## src/hw/rtl/line_follow_distance_keeping_drive_assert.svh

```systemverilog
// ----------------------------------------------------------------------------
// Assertion macros for the line follow drive
// Shared macros that wrap concurrent assertions on clk and rst_n.
// ----------------------------------------------------------------------------
`ifndef LINE_FOLLOW_DISTANCE_KEEPING_DRIVE_ASSERT_SVH
`define LINE_FOLLOW_DISTANCE_KEEPING_DRIVE_ASSERT_SVH

// Consequent must hold in the same cycle as the antecedent.
`define LFD_ASSERT_SAME(label, ante, cons) \
    label: assert property (@(posedge clk) disable iff (!rst_n) (ante) |-> (cons)) \
        else $error("line follow drive: same-cycle check failed");

// Consequent must hold in the cycle after the antecedent.
`define LFD_ASSERT_NEXT(label, ante, cons) \
    label: assert property (@(posedge clk) disable iff (!rst_n) (ante) |=> (cons)) \
        else $error("line follow drive: next-cycle check failed");

`endif

```

## src/hw/rtl/lfd_pkg.sv

```systemverilog
// ----------------------------------------------------------------------------
// lfd_pkg
// Widths, codes and constants shared by the line follow drive modules.
// ----------------------------------------------------------------------------
package lfd_pkg;

    // Field widths
    localparam int CAP_W    = 16;
    localparam int DIST_W   = 11;
    localparam int GAIN_W   = 16;
    localparam int DUTY_W   = 10;
    localparam int DRV_W    = 3;
    localparam int CFG_W    = 16;
    localparam int CFG_IDX_W = 3;

    // PID datapath widths
    localparam int ERR_W    = DIST_W + 1;
    localparam int SLOPE_W  = ERR_W + 1;
    localparam int SUM_W    = 32;
    localparam int POW_W    = 41;
    localparam int LO_W     = 24;
    localparam int HI_W     = POW_W - LO_W;
    localparam int MUL_A_W  = SUM_W + 1;
    localparam int MUL_B_W  = GAIN_W + 1;
    localparam int PROD_W   = MUL_A_W + MUL_B_W;
    localparam int ACC_W    = 58;
    localparam int FRAC_Q88 = 8;
    localparam int FRAC_Q16 = 16;

    // Echo timing: the pulse width is divided by a reciprocal multiplication
    // that is exact over the whole timer range.
    localparam int ECHO_DIVISOR = 58;
    localparam int ECHO_SHIFT   = CAP_W + $clog2(ECHO_DIVISOR);
    localparam int ECHO_RECIP   = ((1 << ECHO_SHIFT) + ECHO_DIVISOR - 1) / ECHO_DIVISOR;
    localparam int RECIP_W      = CAP_W + 1;
    localparam int ECHO_PROD_W  = CAP_W + ECHO_SHIFT;
    localparam int DIST_MAX     = (1 << DIST_W) - 1;

    // Wheel values
    localparam int PWM_TOP            = 999;
    localparam int WHEEL_L_STRAIGHT   = 78;
    localparam int WHEEL_R_STRAIGHT   = 71;
    localparam int WHEEL_L_LEFT       = 78;
    localparam int WHEEL_R_LEFT       = 67;
    localparam int WHEEL_R_SHARPLEFT  = 67;
    localparam int WHEEL_L_RIGHT      = 82;
    localparam int WHEEL_R_RIGHT      = 73;
    localparam int WHEEL_L_SHARPRIGHT = 83;

    // Register reset values
    localparam int R_SETPOINT = 10;
    localparam int R_STOPDIST = 10;
    localparam int R_KP       = 640;
    localparam int R_KI       = 0;
    localparam int R_KD       = 896;
    localparam int R_TRIM     = 5243;
    localparam int R_WINDUP   = 2;

    typedef enum logic [CFG_IDX_W-1:0] {
        CFG_SETPOINT = 3'd0,
        CFG_STOPDIST = 3'd1,
        CFG_KP       = 3'd2,
        CFG_KI       = 3'd3,
        CFG_KD       = 3'd4,
        CFG_TRIM     = 3'd5,
        CFG_WINDUP   = 3'd6
    } cfg_idx_t;

    typedef enum logic [DRV_W-1:0] {
        DRV_STOP     = 3'd0,
        DRV_STRAIGHT = 3'd1,
        DRV_LEFT     = 3'd2,
        DRV_RIGHT    = 3'd3,
        DRV_SLEFT    = 3'd4,
        DRV_SRIGHT   = 3'd5
    } drv_t;

    // Addend selection of the shared multiply-add unit
    typedef enum logic [1:0] {
        C_ZERO  = 2'd0,
        C_ACC   = 2'd1,
        C_LEFT  = 2'd2,
        C_RIGHT = 2'd3
    } csel_t;

    typedef struct packed {
        logic  en;        // write the result back into the accumulator
        csel_t csel;      // addend
        logic  use_acc;   // add the accumulator instead of the product
        logic  shift_hi;  // product weighs 2^LO_W
        logic  negate;    // subtract instead of add
    } mac_ctl_t;

endpackage

```

## src/hw/rtl/lfd_echo.sv

```systemverilog
// ----------------------------------------------------------------------------
// lfd_echo
// Echo edge capture and reciprocal multiplication of the pulse width into cm.
// ----------------------------------------------------------------------------
module lfd_echo (
    input  logic                        clk,
    input  logic                        rst_n,
    input  logic                        start,
    input  logic [lfd_pkg::CAP_W-1:0]   cap,
    output logic                        busy,
    output logic [lfd_pkg::DIST_W-1:0]  distance
);
    import lfd_pkg::*;

    localparam logic [RECIP_W-1:0] RECIP = RECIP_W'(ECHO_RECIP);

    logic                   await_rise_reg;
    logic [CAP_W-1:0]       rise_time_reg;
    logic [DIST_W-1:0]      dist_reg;
    logic                   busy_reg;
    logic [CAP_W-1:0]       width_reg;

    logic [ECHO_PROD_W-1:0] prod;
    logic [CAP_W-1:0]       quo;
    logic [DIST_W-1:0]      dist_next;

    // The quotient is the product shifted down; it is exact for every width.
    always_comb
    begin
        prod = {{(ECHO_PROD_W - CAP_W){1'b0}}, width_reg}
               * {{(ECHO_PROD_W - RECIP_W){1'b0}}, RECIP};
        quo  = prod[ECHO_PROD_W-1:ECHO_SHIFT];
        if (quo > CAP_W'(DIST_MAX))
            dist_next = DIST_W'(DIST_MAX);
        else
            dist_next = quo[DIST_W-1:0];
    end

    always_ff @(posedge clk or negedge rst_n)
    begin
        if (!rst_n)
        begin
            await_rise_reg <= 1'b1;
            rise_time_reg  <= '0;
            dist_reg       <= '0;
            busy_reg       <= 1'b0;
        end
        else if (busy_reg)
        begin
            busy_reg <= 1'b0;
            dist_reg <= dist_next;
        end
        else if (start)
        begin
            if (await_rise_reg)
            begin
                rise_time_reg  <= cap;
                await_rise_reg <= 1'b0;
            end
            else
            begin
                busy_reg       <= 1'b1;
                await_rise_reg <= 1'b1;
            end
        end
    end

    // Pulse width; the subtraction wraps modulo the timer width.
    always_ff @(posedge clk)
    begin
        if (!busy_reg && start && !await_rise_reg)
            width_reg <= cap - rise_time_reg;
    end

    assign busy     = busy_reg;
    assign distance = dist_reg;

endmodule

```

## src/hw/rtl/lfd_mac.sv

```systemverilog
// ----------------------------------------------------------------------------
// lfd_mac
// Shared signed multiply-add unit with its accumulator.
// ----------------------------------------------------------------------------
module lfd_mac (
    input  logic                                clk,
    input  lfd_pkg::mac_ctl_t                   ctl,
    input  logic signed [lfd_pkg::MUL_A_W-1:0]  a,
    input  logic signed [lfd_pkg::MUL_B_W-1:0]  b,
    output logic signed [lfd_pkg::ACC_W-1:0]    sum,
    output logic signed [lfd_pkg::ACC_W-1:0]    acc
);
    import lfd_pkg::*;

    localparam logic signed [ACC_W-1:0] K_LEFT  = ACC_W'(WHEEL_L_STRAIGHT) <<< FRAC_Q16;
    localparam logic signed [ACC_W-1:0] K_RIGHT = ACC_W'(WHEEL_R_STRAIGHT) <<< FRAC_Q16;

    logic signed [ACC_W-1:0]  acc_reg;
    logic signed [ACC_W-1:0]  acc_next;
    logic signed [PROD_W-1:0] prod;
    logic signed [ACC_W-1:0]  prod_ext;
    logic signed [ACC_W-1:0]  x;
    logic signed [ACC_W-1:0]  addend;

    assign prod = a * b;

    always_comb
    begin
        prod_ext = {{(ACC_W - PROD_W){prod[PROD_W-1]}}, prod};
        if (ctl.use_acc)
            x = acc_reg;
        else if (ctl.shift_hi)
            x = prod_ext <<< LO_W;
        else
            x = prod_ext;
        case (ctl.csel)
            C_ZERO:  addend = '0;
            C_ACC:   addend = acc_reg;
            C_LEFT:  addend = K_LEFT;
            C_RIGHT: addend = K_RIGHT;
            default: addend = '0;
        endcase
        sum      = ctl.negate ? (addend - x) : (addend + x);
        acc_next = ctl.en ? sum : acc_reg;
    end

    always_ff @(posedge clk)
    begin
        acc_reg <= acc_next;
    end

    assign acc = acc_reg;

endmodule

```

## src/hw/rtl/line_follow_distance_keeping_drive.sv

```systemverilog
// ----------------------------------------------------------------------------
// line_follow_distance_keeping_drive
// Line following drive with ultrasonic distance keeping and a PID trim.
// ----------------------------------------------------------------------------
// Usage. One input channel (in_valid / in_stall) carries either an echo
// capture edge (op = 0) or a control tick (op = 1). Edges alternate rise and
// fall; a fall turns the pulse width into a distance by a multiplication with
// the reciprocal of the divisor in the next cycle, so the input stalls after
// a falling edge but not after a rising one. A control tick runs the PID
// step and the line sensor decision. The products go one at a time through
// a single shared multiply-add unit under a small sequencer: three PID
// terms, the rounding of the power, two partial products of the trim and two
// saturating wheel sums. A tick is accepted, then occupies the block through
// steps P, I, D, PW, T0, T1, L and R, and its result transfer is offered on
// the output channel (out_valid / out_stall) right after. New input is taken
// only while both the sequencer and the reciprocal stage are idle. The result
// sits in an output register, so a new item may be accepted while the
// previous result waits. If the receiver still stalls when the next tick
// finishes, the sequencer holds in its last step until the register is free.
// Configuration is a plain write port (cfg_we, cfg_index, cfg_data) that the
// user must write only while idle; the block does not enforce this. An
// asynchronous low reset restores register defaults and clears the echo and
// PID state; no output is valid after reset.
// ----------------------------------------------------------------------------
module line_follow_distance_keeping_drive (
    input  logic                            clk,
    input  logic                            rst_n,
    // input channel
    input  logic                            in_valid,
    output logic                            in_stall,
    input  logic                            op,
    input  logic [lfd_pkg::CAP_W-1:0]       capture_time,
    input  logic                            ir_left,
    input  logic                            ir_left_center,
    input  logic                            ir_center,
    input  logic                            ir_right_center,
    input  logic                            ir_right,
    // output channel
    output logic                            out_valid,
    input  logic                            out_stall,
    output logic [lfd_pkg::DUTY_W-1:0]      left_duty,
    output logic [lfd_pkg::DUTY_W-1:0]      right_duty,
    output logic [lfd_pkg::DRV_W-1:0]       drive_state,
    output logic [lfd_pkg::DIST_W-1:0]      distance_cm,
    // configuration
    input  logic                            cfg_we,
    input  logic [lfd_pkg::CFG_IDX_W-1:0]   cfg_index,
    input  logic [lfd_pkg::CFG_W-1:0]       cfg_data
);
    import lfd_pkg::*;

    // Sequencer states: idle and one per step of a tick.
    typedef enum logic [8:0] {
        ST_IDLE = 9'b000000001,
        ST_P    = 9'b000000010,
        ST_I    = 9'b000000100,
        ST_D    = 9'b000001000,
        ST_PW   = 9'b000010000,
        ST_T0   = 9'b000100000,
        ST_T1   = 9'b001000000,
        ST_L    = 9'b010000000,
        ST_R    = 9'b100000000
    } state_t;

    state_t state_reg;
    state_t state_next;

    // Configuration registers
    logic [DIST_W-1:0] setpoint_reg;
    logic [DIST_W-1:0] stopdist_reg;
    logic [GAIN_W-1:0] kp_reg;
    logic [GAIN_W-1:0] ki_reg;
    logic [GAIN_W-1:0] kd_reg;
    logic [GAIN_W-1:0] trim_reg;
    logic [DIST_W-1:0] windup_reg;

    // PID state
    logic signed [ERR_W-1:0] last_err_reg;
    logic signed [SUM_W-1:0] esum_reg;

    // Per-tick working registers
    logic signed [ERR_W-1:0]   err_reg;
    logic signed [SLOPE_W-1:0] slope_reg;
    logic signed [POW_W-1:0]   power_reg;
    logic signed [POW_W-1:0]   power_next;
    drv_t                      drv_reg;
    drv_t                      drv_next;
    logic [DUTY_W-1:0]         left_calc_reg;

    // Output register
    logic              out_valid_reg;
    logic [DUTY_W-1:0] left_duty_reg;
    logic [DUTY_W-1:0] right_duty_reg;
    logic [DRV_W-1:0]  drive_state_reg;
    logic [DIST_W-1:0] distance_reg;

    logic              in_acc;
    logic              tick_acc;
    logic              echo_busy;
    logic [DIST_W-1:0] meas_dist;
    logic              out_free;

    logic signed [ERR_W-1:0]   err_now;
    logic signed [SUM_W:0]     sum_wide;
    logic signed [SUM_W-1:0]   sum_sat;
    logic signed [SUM_W-1:0]   esum_next;
    logic signed [SLOPE_W-1:0] slope_now;
    logic                      clear_sum;
    logic [4:0]                sensors;

    mac_ctl_t                  mac_ctl;
    logic signed [MUL_A_W-1:0] mac_a;
    logic signed [MUL_B_W-1:0] mac_b;
    logic signed [ACC_W-1:0]   mac_sum;
    logic signed [ACC_W-1:0]   mac_acc;
    logic [DUTY_W-1:0]         duty_sat;
    logic [DUTY_W-1:0]         left_pick;
    logic [DUTY_W-1:0]         right_pick;

    // A Q16 wheel sum becomes a duty: negative to zero, floor, cap at the top.
    function automatic logic [DUTY_W-1:0] clamp_duty(input logic signed [ACC_W-1:0] v);
        logic [ACC_W-FRAC_Q16-1:0] q;
        q = v[ACC_W-1:FRAC_Q16];
        if (v[ACC_W-1])
            return '0;
        else if (q > (ACC_W - FRAC_Q16)'(PWM_TOP))
            return DUTY_W'(PWM_TOP);
        else
            return q[DUTY_W-1:0];
    endfunction

    assign in_stall = (state_reg != ST_IDLE) || echo_busy;
    assign in_acc   = in_valid && !in_stall;
    assign tick_acc = in_acc && op;
    assign out_free = !(out_valid_reg && out_stall);

    lfd_echo u_echo (
        .clk      (clk),
        .rst_n    (rst_n),
        .start    (in_acc && !op),
        .cap      (capture_time),
        .busy     (echo_busy),
        .distance (meas_dist)
    );

    // Error, integral and slope are settled in the cycle the tick is taken.
    always_comb
    begin
        sensors   = {ir_left, ir_left_center, ir_center, ir_right_center, ir_right};
        err_now   = $signed({1'b0, meas_dist}) - $signed({1'b0, setpoint_reg});
        sum_wide  = {esum_reg[SUM_W-1], esum_reg}
                    + {{(SUM_W + 1 - ERR_W){err_now[ERR_W-1]}}, err_now};
        if (!sum_wide[SUM_W] && sum_wide[SUM_W-1])
            sum_sat = {1'b0, {(SUM_W - 1){1'b1}}};
        else if (sum_wide[SUM_W] && !sum_wide[SUM_W-1])
            sum_sat = {1'b1, {(SUM_W - 1){1'b0}}};
        else
            sum_sat = sum_wide[SUM_W-1:0];
        // The integral is dropped when the error is out of band and small.
        clear_sum = (err_now[ERR_W-1] || (err_now > $signed({1'b0, setpoint_reg})))
                    && (err_now < $signed({1'b0, windup_reg}));
        esum_next = clear_sum ? '0 : sum_sat;
        slope_now = {err_now[ERR_W-1], err_now} - {last_err_reg[ERR_W-1], last_err_reg};

        if ((meas_dist < stopdist_reg) || (sensors == 5'b00000) || (sensors == 5'b11111))
            drv_next = DRV_STOP;
        else if (!ir_left_center)
            drv_next = DRV_LEFT;
        else if (!ir_right_center)
            drv_next = DRV_RIGHT;
        else if (!ir_left)
            drv_next = DRV_SLEFT;
        else if (!ir_right)
            drv_next = DRV_SRIGHT;
        else
            drv_next = DRV_STRAIGHT;
    end

    // Operand selection and unit control for each step.
    always_comb
    begin
        mac_ctl = '{en: 1'b0, csel: C_ZERO, use_acc: 1'b0, shift_hi: 1'b0, negate: 1'b0};
        mac_a   = '0;
        mac_b   = '0;
        unique case (state_reg)
            ST_P:
            begin
                mac_ctl.en = 1'b1;
                mac_a = {{(MUL_A_W - ERR_W){err_reg[ERR_W-1]}}, err_reg};
                mac_b = {1'b0, kp_reg};
            end
            ST_I:
            begin
                mac_ctl.en   = 1'b1;
                mac_ctl.csel = C_ACC;
                mac_a = {{(MUL_A_W - SUM_W){esum_reg[SUM_W-1]}}, esum_reg};
                mac_b = {1'b0, ki_reg};
            end
            ST_D:
            begin
                mac_ctl.en   = 1'b1;
                mac_ctl.csel = C_ACC;
                mac_a = {{(MUL_A_W - SLOPE_W){slope_reg[SLOPE_W-1]}}, slope_reg};
                mac_b = {1'b0, kd_reg};
            end
            ST_T0:
            begin
                mac_ctl.en = 1'b1;
                mac_a = {{(MUL_A_W - LO_W){1'b0}}, power_reg[LO_W-1:0]};
                mac_b = {1'b0, trim_reg};
            end
            ST_T1:
            begin
                mac_ctl.en       = 1'b1;
                mac_ctl.csel     = C_ACC;
                mac_ctl.shift_hi = 1'b1;
                mac_a = {{(MUL_A_W - HI_W){power_reg[POW_W-1]}}, power_reg[POW_W-1:LO_W]};
                mac_b = {1'b0, trim_reg};
            end
            ST_L:
            begin
                mac_ctl.csel    = C_LEFT;
                mac_ctl.use_acc = 1'b1;
            end
            ST_R:
            begin
                mac_ctl.csel    = C_RIGHT;
                mac_ctl.use_acc = 1'b1;
                mac_ctl.negate  = 1'b1;
            end
            default:
            begin
                mac_ctl.en = 1'b0;
            end
        endcase
    end

    lfd_mac u_mac (
        .clk (clk),
        .ctl (mac_ctl),
        .a   (mac_a),
        .b   (mac_b),
        .sum (mac_sum),
        .acc (mac_acc)
    );

    // Sum with Q8.8 gains (eight fraction bits) to integer power, truncating toward zero.
    assign power_next = mac_acc[POW_W+FRAC_Q88-1:FRAC_Q88]
                        + POW_W'(mac_acc[ACC_W-1] && (|mac_acc[FRAC_Q88-1:0]));
    assign duty_sat   = clamp_duty(mac_sum);

    // Wheel values per drive state: computed duties when straight, fixed values for the turning and stop states.
    always_comb
    begin
        case (drv_reg)
            DRV_STRAIGHT:
            begin
                left_pick  = left_calc_reg;
                right_pick = duty_sat;
            end
            DRV_LEFT:
            begin
                left_pick  = DUTY_W'(WHEEL_L_LEFT);
                right_pick = DUTY_W'(WHEEL_R_LEFT);
            end
            DRV_RIGHT:
            begin
                left_pick  = DUTY_W'(WHEEL_L_RIGHT);
                right_pick = DUTY_W'(WHEEL_R_RIGHT);
            end
            DRV_SLEFT:
            begin
                left_pick  = '0;
                right_pick = DUTY_W'(WHEEL_R_SHARPLEFT);
            end
            DRV_SRIGHT:
            begin
                left_pick  = DUTY_W'(WHEEL_L_SHARPRIGHT);
                right_pick = '0;
            end
            default:
            begin
                left_pick  = '0;
                right_pick = '0;
            end
        endcase
    end

    always_comb
    begin
        state_next = state_reg;
        unique case (state_reg)
            ST_IDLE: if (tick_acc) state_next = ST_P;
            ST_P:    state_next = ST_I;
            ST_I:    state_next = ST_D;
            ST_D:    state_next = ST_PW;
            ST_PW:   state_next = ST_T0;
            ST_T0:   state_next = ST_T1;
            ST_T1:   state_next = ST_L;
            ST_L:    state_next = ST_R;
            ST_R:    if (out_free) state_next = ST_IDLE;
            default: state_next = ST_IDLE;
        endcase
    end

    // Control state, configuration and PID state.
    always_ff @(posedge clk or negedge rst_n)
    begin
        if (!rst_n)
        begin
            state_reg     <= ST_IDLE;
            out_valid_reg <= 1'b0;
            setpoint_reg  <= DIST_W'(R_SETPOINT);
            stopdist_reg  <= DIST_W'(R_STOPDIST);
            kp_reg        <= GAIN_W'(R_KP);
            ki_reg        <= GAIN_W'(R_KI);
            kd_reg        <= GAIN_W'(R_KD);
            trim_reg      <= GAIN_W'(R_TRIM);
            windup_reg    <= DIST_W'(R_WINDUP);
            last_err_reg  <= '0;
            esum_reg      <= '0;
        end
        else
        begin
            state_reg <= state_next;

            if ((state_reg == ST_R) && out_free)
                out_valid_reg <= 1'b1;
            else if (!out_stall)
                out_valid_reg <= 1'b0;

            if (tick_acc)
            begin
                last_err_reg <= err_now;
                esum_reg     <= esum_next;
            end

            if (cfg_we)
            begin
                unique case (cfg_index)
                    CFG_SETPOINT: setpoint_reg <= cfg_data[DIST_W-1:0];
                    CFG_STOPDIST: stopdist_reg <= cfg_data[DIST_W-1:0];
                    CFG_KP:       kp_reg       <= cfg_data[GAIN_W-1:0];
                    CFG_KI:       ki_reg       <= cfg_data[GAIN_W-1:0];
                    CFG_KD:       kd_reg       <= cfg_data[GAIN_W-1:0];
                    CFG_TRIM:     trim_reg     <= cfg_data[GAIN_W-1:0];
                    CFG_WINDUP:   windup_reg   <= cfg_data[DIST_W-1:0];
                    default:      ;
                endcase
            end
        end
    end

    // Working and output payload.
    always_ff @(posedge clk)
    begin
        if (tick_acc)
        begin
            err_reg   <= err_now;
            slope_reg <= slope_now;
            drv_reg   <= drv_next;
        end
        if (state_reg == ST_PW)
            power_reg <= power_next;
        if (state_reg == ST_L)
            left_calc_reg <= duty_sat;
        if ((state_reg == ST_R) && out_free)
        begin
            left_duty_reg   <= left_pick;
            right_duty_reg  <= right_pick;
            drive_state_reg <= drv_reg;
            distance_reg    <= meas_dist;
        end
    end

    assign out_valid   = out_valid_reg;
    assign left_duty   = left_duty_reg;
    assign right_duty  = right_duty_reg;
    assign drive_state = drive_state_reg;
    assign distance_cm = distance_reg;

`include "line_follow_distance_keeping_drive_assert.svh"

    // A taken tick always starts the PID sequence.
    `LFD_ASSERT_NEXT(a_tick_starts, tick_acc, state_reg == ST_P)
    // The input never transfers while the sequencer is busy.
    `LFD_ASSERT_SAME(a_busy_stalls, state_reg != ST_IDLE, in_stall)
    // Finishing the last step always offers a result and frees the block.
    `LFD_ASSERT_NEXT(a_finish_offers, (state_reg == ST_R) && out_free,
        out_valid && (state_reg == ST_IDLE))
    // Offered duties stay within the compare range.
    `LFD_ASSERT_SAME(a_duty_range, out_valid,
        (left_duty <= DUTY_W'(PWM_TOP)) && (right_duty <= DUTY_W'(PWM_TOP)))

endmodule

```

## config.mk

```make
export PLATFORM = sky130hd
export DESIGN_NAME = line_follow_distance_keeping_drive
export DESIGN_NICKNAME = d
export VERILOG_FILES = /design/src/hw/rtl/lfd_pkg.sv /design/src/hw/rtl/lfd_echo.sv /design/src/hw/rtl/lfd_mac.sv /design/src/hw/rtl/line_follow_distance_keeping_drive.sv
export VERILOG_INCLUDE_DIRS = /design/src /design/src/hw/rtl
export SDC_FILE = /design/constraint.sdc
export NUM_CORES = 2
export LEC_CHECK = 0
export BUFFER_PORTS_ARGS = -buffer_cell sky130_fd_sc_hd__buf_2
export CAP_MARGIN = 25
export CORE_UTILIZATION = 44
export CTS_CLUSTER_DIAMETER = 60
export CTS_CLUSTER_SIZE = 14
export DETAILED_ROUTE_END_ITERATION = 7
export GPL_TIMING_DRIVEN = 0
export PLACE_DENSITY = 0.71
export SLEW_MARGIN = 20
export SYNTH_ARGS = -nofsm -noshare
export SYNTH_HDL_FRONTEND = slang
export SYNTH_SLANG_ARGS = --single-unit
```

## constraint.sdc

```tcl
create_clock -name clk -period 25.6 [get_ports clk]
set_clock_uncertainty 0.1 [all_clocks]
set_input_delay 1.28 -clock clk [delete_from_list [all_inputs] [get_ports clk]]
set_output_delay 1.28 -clock clk [all_outputs]
set_load 0.05 [all_outputs]
```

==> flow_summary_export.csv <==
group,metric,value,unit
cts,clkLatencyLatePin,0.61,ns
cells_and_area,final_common_cell,"inv_1",
cells_and_area,design_area,51500,um^2
cells_and_area,drive_gt1_share,6.69,%
die,pin_count,82,
yosys,yosys_register_bits,367,
pwr,internal-power,2910,uW
critical_path,path_max_fanout,10,
timing,finalSetupTns,0,ns
placement,io_buffers,79,
yosys,ys_top_cells_by_area,"fa_1 (25%), edfxtp_1 (12%), ha_1 (10%), dfrtp_1 (8.4%), inv_1 (6.6%)",
timing,fin_hold_ws,0.356,ns
die,die_w,331,um
cells_and_area,final_nets,6408,
grt,grt_usage,28.9,%
placement,dpl-instance-area,50200,um^2
placement,place_congestion,1.02,
grt,grt_overflow_total,0,
route,detail-route-antenna-nets,0,
critical_path,cp_data_required_time,25.85,ns
die,coreArea,107000,um^2
die,die_h,331,um
cts,cts_hold_buf,0,
timing,setup_viol,0,
pwr,ir_drop,160,uV
timing,relSlewSlack,16.9,%
cells_and_area,mostFrequentLayoutCells,"inv_1 (835), fa_1 (584), nand2_1 (578)",
yosys,synth_cell_type_count,85,
yosys,ys.flop_type,"edfxtp_1",
timing,post-route-period-util,69.1,%
timing,layout_min_cycle_time,17.69,ns
yosys,syn_avg_cell_area,9.11,um^2
yosys,synthArstFlopShare,49.0,%
yosys,synth_cells,5224,
grt,grt_first_pass_wirelength,240000,um
cells_and_area,fill_cells,10168,
yosys,netlist_area,47600,um^2
die,rows,120,
critical_path,cp_slowest_stage_delay,0.86,ns
pwr,powerDensity,111,nW/um^2
outcome,status,"finished clean",
grt,grt_pass1_vias,40587,
yosys,yosys.area.top_type,"fa_1",
cells_and_area,area_growth,8.27,%
cts,cts_buffers,40,
yosys,synth-edff-count,187,
pwr,pwr-share-comb,71.2,%
route,routedWlPerCell,22.7,um
cts,cts_setup_buffers,0,
cts,cts-root-buf,"clkbuf_16",
yosys,synth_warnings,0,
yosys,synth_fp_nets,6250,
pwr,switchingPower,2830,uW
yosys,seq_area_frac_synth,21.3,%
pwr,pwr-share-seq,18.3,%
critical_path,end_kind,"flop",
timing,slew_viol_final,0,
route,via_per_inst,5.79,
pwr,swShare,49.3,%
run,maxCapViolations,0,
critical_path,cpMostUsedCell,"clkbuf_1",
timing,tightest_slew,1.25,ns
timing,fmax,56.5,MHz
pwr,clockPowerShare,10.5,%
critical_path,critPathArrivalTime,17.94,ns
route,firstDrtPassIters,6,
route,wirelength,154000,um
cts,clock_path_buffers,3,
die,start_util,44.4,%
cts,path_clk_slew,0.06,ns
cts,clock_sinks,367,
route,drtIter0Drc,3640,
cts,htreeDepth,2,
worst_hold_path,hold_path_class,"reg -> reg",
timing,final-hold-violation-count,0,
grt,grt_start_max_net_pins,102,
cells_and_area,largest_reg_flops,58,
route,post-route-drc-count,0,
cts,postCtsResizedCells,0,
critical_path,cp-start-kind,"flop",
critical_path,crit_type,"reg -> reg",
placement,dpl.hpwl,126000,um
route,via_count,39483,
die,die_area,109000,um^2
cts,tritoncts,"done",
critical_path,slowest_stage,"a2111oi_0",
grt,antenna_found_initial,1,
pwr,power.leakage,0.0242,uW
timing,rsz0062_at_grt,"false",
yosys,synth_top_area_share,24.6,%
-- kinds of logic after synthesis --
logic type / after synthesis / synth area share (%)
compound gates: 940 / 13.4
flops: 367 / 21.3
fa+ha+maj: 980 / 35.0
buf+inv: 1060 / 8.40
mux: 116 / 2.71
xor+xnor: 240 / 4.42
simple gates: 1521 / 14.7
-- Yosys cell counts (all sizes together) (10+ instances only) --
cell	number
a221oi	39
fa	584
o31ai	20
a211o	14
a21oi	218
o22ai	10
xnor2	150
clkbuf	203
nor4	26
dfstp	20
mux2	101
a22o	25
xor2	90
or2	13
dfrtp	160
o211ai	16
nor3	79
nor2	414
and3	54
o21bai	37
nor2b	43
o21ai	196
nand4	43
buf	22
inv	835
a22oi	26
nand2	578
and2	83
edfxtp	187
nand2b	41
a211oi	28
o21a	33
a21o	86
a221o	53
or3	22
nand3	72
ha	396
and4	11
a21boi	26
a31oi	27
mux2i	15
-- metal layers --
layer / part of all wire (%) / vias up / global-route usage (%)
li1: - / 17717 / -
met1: 41 / 19598 / 38.5
met2: 45 / 1798 / 45.8
met3: 8.3 / 368 / 4.80
met4: 5.4 / 2 / 14.0
met5: 0.0065 / - / 0
-- final timing paths --
kind	startpoint	end	slack, ns	cells past startpoint
worst min register to register	drv_reg[0]	drive_state[0]	0.36	0
min in group asynchronous	rst_n	u_echo.rise_time_reg[11]	0.56	1
max in group asynchronous	rst_n	kd_reg[8]	23.88	2
worst min-delay path	drv_reg[0]	drive_state[0]	0.36	0
worst max-delay path	state_reg[6]	right_duty[3]	7.91	47
worst max register to register	state_reg[6]	right_duty[3]	7.91	47
-- final cells by class --
type	count	area (um^2)	share of cell area (%)
diodes	1	2.50	0.00486
clock buffers	55	1100	2.14
multi-input cells	3797	33600	65.2
plain buffers	225	862	1.67
flip-flops and latches	367	10100	19.7
well taps	1403	1760	3.41
clock inverters	16	225	0.437
repair buffers	116	713	1.38
inverters	835	3130	6.08
-- worst max-delay path, delay by kind of cell, from the launching register on --
family,cells,cell delay [ns]
adders and majority gates,8,3.82
buffers and inverters,12,4.85
DFF,1,0.37
xor gates and xnor gates,2,0.32
and+or+nand+nor,14,4.03
AOI/OAI and AO/OA,11,3.93
-- power groups by stage --
stage	combinational (uW)	clock (uW)	sequential [uW]
5_1_grt	4590	632	1060
3_3_place_gp	3910	0	1050
6_report	4090	605	1050
4_1_cts	4060	614	1040
3_5_place_dp	4020	0	1050
2_1_floorplan	3060	0	967
-- through the flow --
step	setup WS, ns	utilization (%)	total power (uW)	cells
finish	7.91	48.0	5740	6815
CTS	8.21	48.0	5720	6810
global route	6.99	48.0	6280	6814
global placement	8.41	46.4	4960	6706
detailed placement	8.40	46.8	5080	6739
floorplan	13.17	-	4020	5224
(Power assumes the default switching activity.)
